**config.mk**
```make
export PLATFORM = sky130hd
export DESIGN_NAME = imubc_cfg
export DESIGN_NICKNAME = d
export VERILOG_FILES = /design/src/hw/rtl/imubc_pkg.sv /design/src/hw/rtl/imubc_cfg.sv
export SDC_FILE = /design/constraint.sdc
export NUM_CORES = 1
export LEC_CHECK = 0
export BUFFER_PORTS_ARGS = -buffer_cell sky130_fd_sc_hd__clkbuf_2
export CORE_AREA = 2 2 113 158
export CTS_CLUSTER_SIZE = 28
export DETAILED_ROUTE_END_ITERATION = 12
export DIE_AREA = 0 0 115 160
export GPL_ROUTABILITY_DRIVEN = 0
export HOLD_SLACK_MARGIN = 0.15
export PLACE_DENSITY_LB_ADDON = 0.08
export SLEW_MARGIN = 20
export SYNTH_ARGS = -nofsm -noshare
export SYNTH_HDL_FRONTEND = slang
export SYNTH_SLANG_ARGS = --single-unit
```
**constraint.sdc**
```tcl
create_clock -name clk -period 1.02 [get_ports clk]
set_clock_uncertainty 0.05 [all_clocks]
set_input_delay 0.153 -clock clk [delete_from_list [all_inputs] [get_ports clk]]
set_output_delay 0.153 -clock clk [all_outputs]
set_load 0.05 [all_outputs]
```
**src/hw/rtl/imubc_pkg.sv**
```systemverilog
package imubc_pkg;

	localparam int AXES = 3;

	// configuration register indexes
	localparam int CFG_IDX_W = 2;
	localparam int CFG_DATA_W = 16;
	localparam logic [CFG_IDX_W-1:0] REG_STILL_MIN = 2'd0;
	localparam logic [CFG_IDX_W-1:0] REG_STILL_MAX = 2'd1;
	localparam logic [CFG_IDX_W-1:0] REG_GRAVITY = 2'd2;

	// reset values, thresholds are kept squared
	localparam logic [15:0] STILL_MIN_RST = 16'd14746;
	localparam logic [15:0] STILL_MAX_RST = 16'd21299;
	localparam logic [14:0] GRAVITY_RST = 15'd16384;
	localparam logic [31:0] STILL_MIN_SQ_RST = 32'(STILL_MIN_RST) * 32'(STILL_MIN_RST);
	localparam logic [31:0] STILL_MAX_SQ_RST = 32'(STILL_MAX_RST) * 32'(STILL_MAX_RST);

	typedef struct packed {
		logic signed [15:0] accel_x;
		logic signed [15:0] accel_y;
		logic signed [15:0] accel_z;
		logic signed [15:0] rate_x;
		logic signed [15:0] rate_y;
		logic signed [15:0] rate_z;
	} sample_t;

	typedef struct packed {
		logic signed [15:0] out_accel_x;
		logic signed [15:0] out_accel_y;
		logic signed [15:0] out_accel_z;
		logic signed [15:0] out_rate_x;
		logic signed [15:0] out_rate_y;
		logic signed [15:0] out_rate_z;
		logic               corrected;
	} result_t;

	typedef struct packed {
		logic [31:0] min_sq;
		logic [31:0] max_sq;
		logic [14:0] gravity;
	} cfg_t;

	typedef struct packed {
		logic accum;
		logic complete;
	} bias_ctl_t;

	typedef struct packed {
		logic                  cal;
		logic                  ready;
		logic                  full;
		logic [AXES-1:0][16:0] accel_bias;
		logic [AXES-1:0][15:0] rate_bias;
	} bias_stat_t;

endpackage

```
**src/hw/rtl/imubc_cfg.sv**
```systemverilog
module imubc_cfg (
	input  logic                                  clk,
	input  logic                                  arst_n,
	input  logic                                  cfg_we,
	input  logic [imubc_pkg::CFG_IDX_W-1:0]       cfg_index,
	input  logic [imubc_pkg::CFG_DATA_W-1:0]      cfg_wdata,
	output imubc_pkg::cfg_t                       cfg
);

	logic [31:0] wdata_sq;
	logic [31:0] min_sq_q;
	logic [31:0] max_sq_q;
	logic [14:0] gravity_q;

	// thresholds are squared once on write so the sample path only compares
	assign wdata_sq = 32'(cfg_wdata) * 32'(cfg_wdata);

	always_ff @(posedge clk or negedge arst_n) begin
		if (!arst_n) begin
			min_sq_q <= imubc_pkg::STILL_MIN_SQ_RST;
			max_sq_q <= imubc_pkg::STILL_MAX_SQ_RST;
			gravity_q <= imubc_pkg::GRAVITY_RST;
		end else if (cfg_we) begin
			unique case (cfg_index)
				imubc_pkg::REG_STILL_MIN: min_sq_q <= wdata_sq;
				imubc_pkg::REG_STILL_MAX: max_sq_q <= wdata_sq;
				imubc_pkg::REG_GRAVITY: gravity_q <= cfg_wdata[14:0];
				default: ;
			endcase
		end
	end

	assign cfg.min_sq = min_sq_q;
	assign cfg.max_sq = max_sq_q;
	assign cfg.gravity = gravity_q;

endmodule

```
==> results by group, run 1 <==
Synthesis
  • Avg Cell Area, Syn: about 9.2 µm²
  • Synth cell types: 61
  • Post-synth EDFFs: 0
  • Syn Std Cell Area: 10300 µm²
  • Register area share after synthesis: 0.190
  • Synthesized netlist cell count: 1128
  • Yosys reg bits: 77
  • Main synth FF type: dfrtp_1
  • Yosys Warn Count: 0
  • Async S/R FF share, synth: 1.00

Place
  • DPL Wire Length: around 22000 µm
  • Place WS: -4.70 ns
  • Buffers added on ports: 97
  • Placed Area: 12900 µm²

Floorplan
  • Io pins: 100
  • Cell row count: 57
  • Initial core utilization: 0.603
  • Chip width: 115 µm
  • DIE HEIGHT: 160 µm

Clocking
  • Root buffer cell: clkbuf_16
  • CTS buffer count: 9
  • Max Root-Sink Buffers: 2
  • Clock Sinks: 77
  • CTS H-Tree Depth: 3

Timing
  • WEP type: register input
  • Post-GRT worst EP: max_sq_q[30]$_DFFE_PN0P_/D

Outcome
  • Status: did not finish
  • Last stage: 5_1_grt
  • Log Error: [ERROR GRT-0232] Routing congestion too high. Check the congestion heatmap in the GUI.

Global route
  • GRT Overall Usage: 0.763
  • Gr ovfl total: 13
  • Pin count of the biggest net entering global routing: 62
  • Initial antenna violation count: 5
-- cells in the mapped netlist (5+ instances only) --
cell type | number | area (µm²)
inv_1 | 247 | 927
nor2_1 | 33 | 124
nand3_1 | 8 | 40.0
mux2i_1 | 5 | 50.1
ha_1 | 102 | 1280
or2_2 | 6 | 37.5
dfrtp_1 | 49 | 1230
o21a_1 | 6 | 45.0
fa_1 | 162 | 3240
a21oi_1 | 27 | 135
clkbuf_1 | 39 | 146
xnor2_1 | 23 | 201
o21ai_0 | 67 | 335
and2_1 | 40 | 250
mux2_2 | 7 | 78.8
nand2_1 | 165 | 619
xor2_1 | 11 | 96.3
and3_1 | 11 | 68.8
a21o_1 | 16 | 120
nand4_1 | 9 | 56.3
dfstp_2 | 28 | 736
-- metal layers --
| metal | global-route usage | GRT overflow |
|---|---|---|
| met5 | 0.264 | 0 |
| met4 | 0.738 | 9 |
| met3 | 0.638 | 0 |
| met2 | 0.898 | 4 |
| met1 | 0.775 | 0 |
-- per-stage QoR --
| stage | cells | hold slack (ns) | util | setup TNS [ns] |
|---|---|---|---|---|
| CTS | 1651 | 0.170 | 0.888 | -209.64 |
| floorplan | 1129 | -0.193 | - | -205.47 |
| detailed placement | 1596 | -0.0559 | 0.755 | -237.12 |
| global placement | 1596 | -0.0567 | 0.755 | -232.74 |
-- cells by family after synthesis --
family,after synthesis,share of synthesized area
buf+inv,295,0.110
simple gates,288,0.126
fa+ha+maj,264,0.438
compound gates,157,0.0946
flops,77,0.190
xor+xnor,34,0.0288
mux,12,0.0125
other cells,1,0.000363
-- timing repair --
item                                   in CTS
setup buffers                              35
setup endpoints to repair                 135
endpoints found under the hold margin      77
pin swaps                                  82
cloned                                      2
gates resized for setup                   363
hold buffers                                2
==> run 2: changes to the inputs <==
CORE_AREA = 2 2 164 166   (was 2 2 113 158)
CTS_CLUSTER_SIZE = not set   (was 28)
DIE_AREA = 0 0 166 168   (was 0 0 115 160)
HOLD_SLACK_MARGIN = not set   (was 0.15)
PLACE_DENSITY_LB_ADDON = 0.15   (was 0.08)
==> results by group, run 2 <==
Route
  • Detailed Routing Iterations Pass 1: 4
  • DRT Wirelength: 29800 µm
  • Initial DRC count: 341
  • DR WL/cell: 16.5 µm
  • Via/cell ratio: approximately 4.8
  • # DRC: 0
  • Final ANT Viol Nets: 0
  • Vias: roughly 8600

Finish
  • Multi-input gate area: 8340 µm²
  • Commonest non-fill, non-tap cell in the layout: buf_4
  • Finished Cell Area: about 16000 µm²
  • Most frequent cells in the layout: buf_4, inv_1, fa_1
  • Fill cells: 2178
  • # diodes: 0
  • Final nets: 1745
  • Biggest regs: max_sq_q (31), min_sq_q (31), gravity_q (15)
  • Layout cells sized above 1: 0.422
  • Syn-to-layout area delta: 54.7%
  • Seq. cell area: a little under 2000 µm²

Outcome
  • Status: finished with violations
  • Violated checks: setup timing

Timing
  • Final setup fails: 135
  • Hold Fails Final Rpt: 0
  • Final slew viol count: 0
  • Setup ws final: -4.23 ns
  • RSZ-0062 raised after global routing: yes
  • Tcrit/Tclk final: 5.15
  • Min Tclk post-route: 5.25 ns
  • Achievable Freq: ~190 MHz

Clocking
  • CTS H-Tree Depth: 3
  • Max Root-Sink Buffers: 2
  • Clock Sinks: slightly below 80
  • Root buffer cell: clkbuf_16
  • CTS tree: yes
  • CTS clk-pin slew, worst paths: ~0.080 ns
  • Clk Latency, worst-skew pair: 0.35 ns
  • CTS buffer count: 9

Floorplan
  • Chip width: roughly 170 µm
  • Initial core utilization: 0.392
  • DIE HEIGHT: approximately 170 µm
  • Core Area: 26400 µm²
  • Die ar.: 27900 µm²
  • Cell row count: 60
  • Io pins: 100

Min path
  • HP Start: cfg_wdata[14]
  • Hold crit path type: input pin to flip-flop

Synthesis
  • Yosys reg bits: just under 80
  • Top cell type's share of synthesized area: 0.314
  • Synthesized netlist cell count: 1128
  • Synth cell types: 61
  • Async S/R FF share, synth: 1.00
  • Area leader, netlist: fa_1
  • Post-synth EDFFs: 0
  • Commonest cells in the synthesized netlist: inv_1, nand2_1, fa_1, ha_1, o21ai_0
  • Largest cells by area after synthesis: fa_1, ha_1, dfrtp_1, inv_1, dfstp_2
  • Yosys Warn Count: 0
  • Avg Cell Area, Syn: between 9 and 10 µm²
  • Register area share after synthesis: 0.190
  • Count leader, synth: inv_1
  • Main synth FF type: dfrtp_1
  • Syn Std Cell Area: 10300 µm²

Critical path
  • CP required: between 1 and 1.5 ns
  • Critical Path AT: 5.49 ns
  • CP endpoint kind: flip-flop
  • Worst Setup SP: cfg_wdata[3]
  • CP Class: input pin to flip-flop
  • Worst-path fanout max: 7
  • Startpoint types: input pin
  • RR Startpoint: min_sq_q[27]$_DFFE_PN1P_

Place
  • DPL Wire Length: 23000 µm
  • Buffers added on ports: 97
  • Placed Area: 13100 µm²

Global route
  • Global-route wire length before repair: roughly 49000 µm
  • GRT Overall Usage: 0.221
  • Vias in the first global route: roughly 9600
  • Initial antenna violation count: 0
  • Pin count of the biggest net entering global routing: 44
  • Gr ovfl total: 0

Run
  • Number of max-cap violations: 0
run 2: path summary, 6_finish.rpt:
check	to	slack, ns	depth (start not counted)
setup / recovery	max_sq_q[27]$_DFFE_PN1P_	-4.23	21
hold / removal	gravity_q[14]$_DFFE_PN1P_	0.02	2
min in group asynchronous	max_sq_q[2]$_DFFE_PN0P_	0.12	2
hold reg to reg	min_sq_q[5]$_DFFE_PN1P_	0.42	2
max in group asynchronous	gravity_q[14]$_DFFE_PN1P_	0.26	3
setup reg to reg	min_sq_q[27]$_DFFE_PN1P_	-0.05	4
run 2: cells by family (layout without fill, tap and decap cells):
logic type               Yosys count  after routing  share of synthesized area
AO/OA/AOI/OAI                    157            157                     0.0946
AND/OR/NAND/NOR                  288            288                      0.126
buffers and inverters            295            631                      0.110
XOR/XNOR                          34             34                     0.0288
multiplexers                      12             12                     0.0125
adder cells (fa/ha/maj)          264            264                      0.438
flip-flops                        77             77                      0.190
other                              1              2                   0.000363
run 2: repair_timing:
action	in CTS	in global routing
setup buffers	38	27
endpoints found under the hold margin	54	0
pin swaps	87	61
gates cloned	2	0
gates resized for setup	347	138
setup endpoints to repair	137	137
hold buffers	1	0
run 2: routing by layer:
layer / global-route usage / vias to the layer above / routed length, µm
met5: 0 / - / 0
li1: - / 4141 / -
met2: 0.412 / 114 / 16000
met1: 0.276 / 4353 / 12700
met3: 0.0240 / 34 / 718
met4: 0.0507 / 0 / 401
run 2: layout make-up:
class | count | share of cell area
clock buffer | 9 | 0.0141
tap | 341 | 0.0267
multi-input combinational | 757 | 0.522
inverter | 247 | 0.0582
clock inverter | 7 | 0.00399
sequential | 77 | 0.123
timing repair buffer | 368 | 0.252
run 2: critical path, stage by stage:
cell	delay (ns)
clkbuf_16	0.13
buf_12	0.14
and2_4	0.16
fa_1	0.49
inv_2	0.04
fa_2	0.56
inv_2	0.04
fa_2	0.53
fa_1	0.43
fa_1	0.50
inv_1	0.05
fa_1	0.51
inv_2	0.05
ha_4	0.29
and2_4	0.16
o2111ai_4	0.11
a2111oi_4	0.35
nand2b_4	0.22
o21ai_4	0.08
or4_4	0.42
nand3_2	0.08
run 2: stage by stage:
step                      hold slack, ns   util  setup slack (ns)  TNS, ns  cells
after floorplan                   -0.193      -             -4.22  -205.47   1129
final                             0.0244  0.606             -4.23  -218.86   1806
after detailed placement         -0.0472  0.496             -4.89  -245.90   1725
after global placement           -0.0483  0.496             -4.79  -242.51   1725
after CTS                        0.00824  0.585             -4.21  -219.52   1782
after global routing              0.0213  0.606             -4.41  -228.80   1806
Power of run 2 is not shown: default switching activity piles up to over one toggle a cycle in this logic, so the estimate is an artifact.
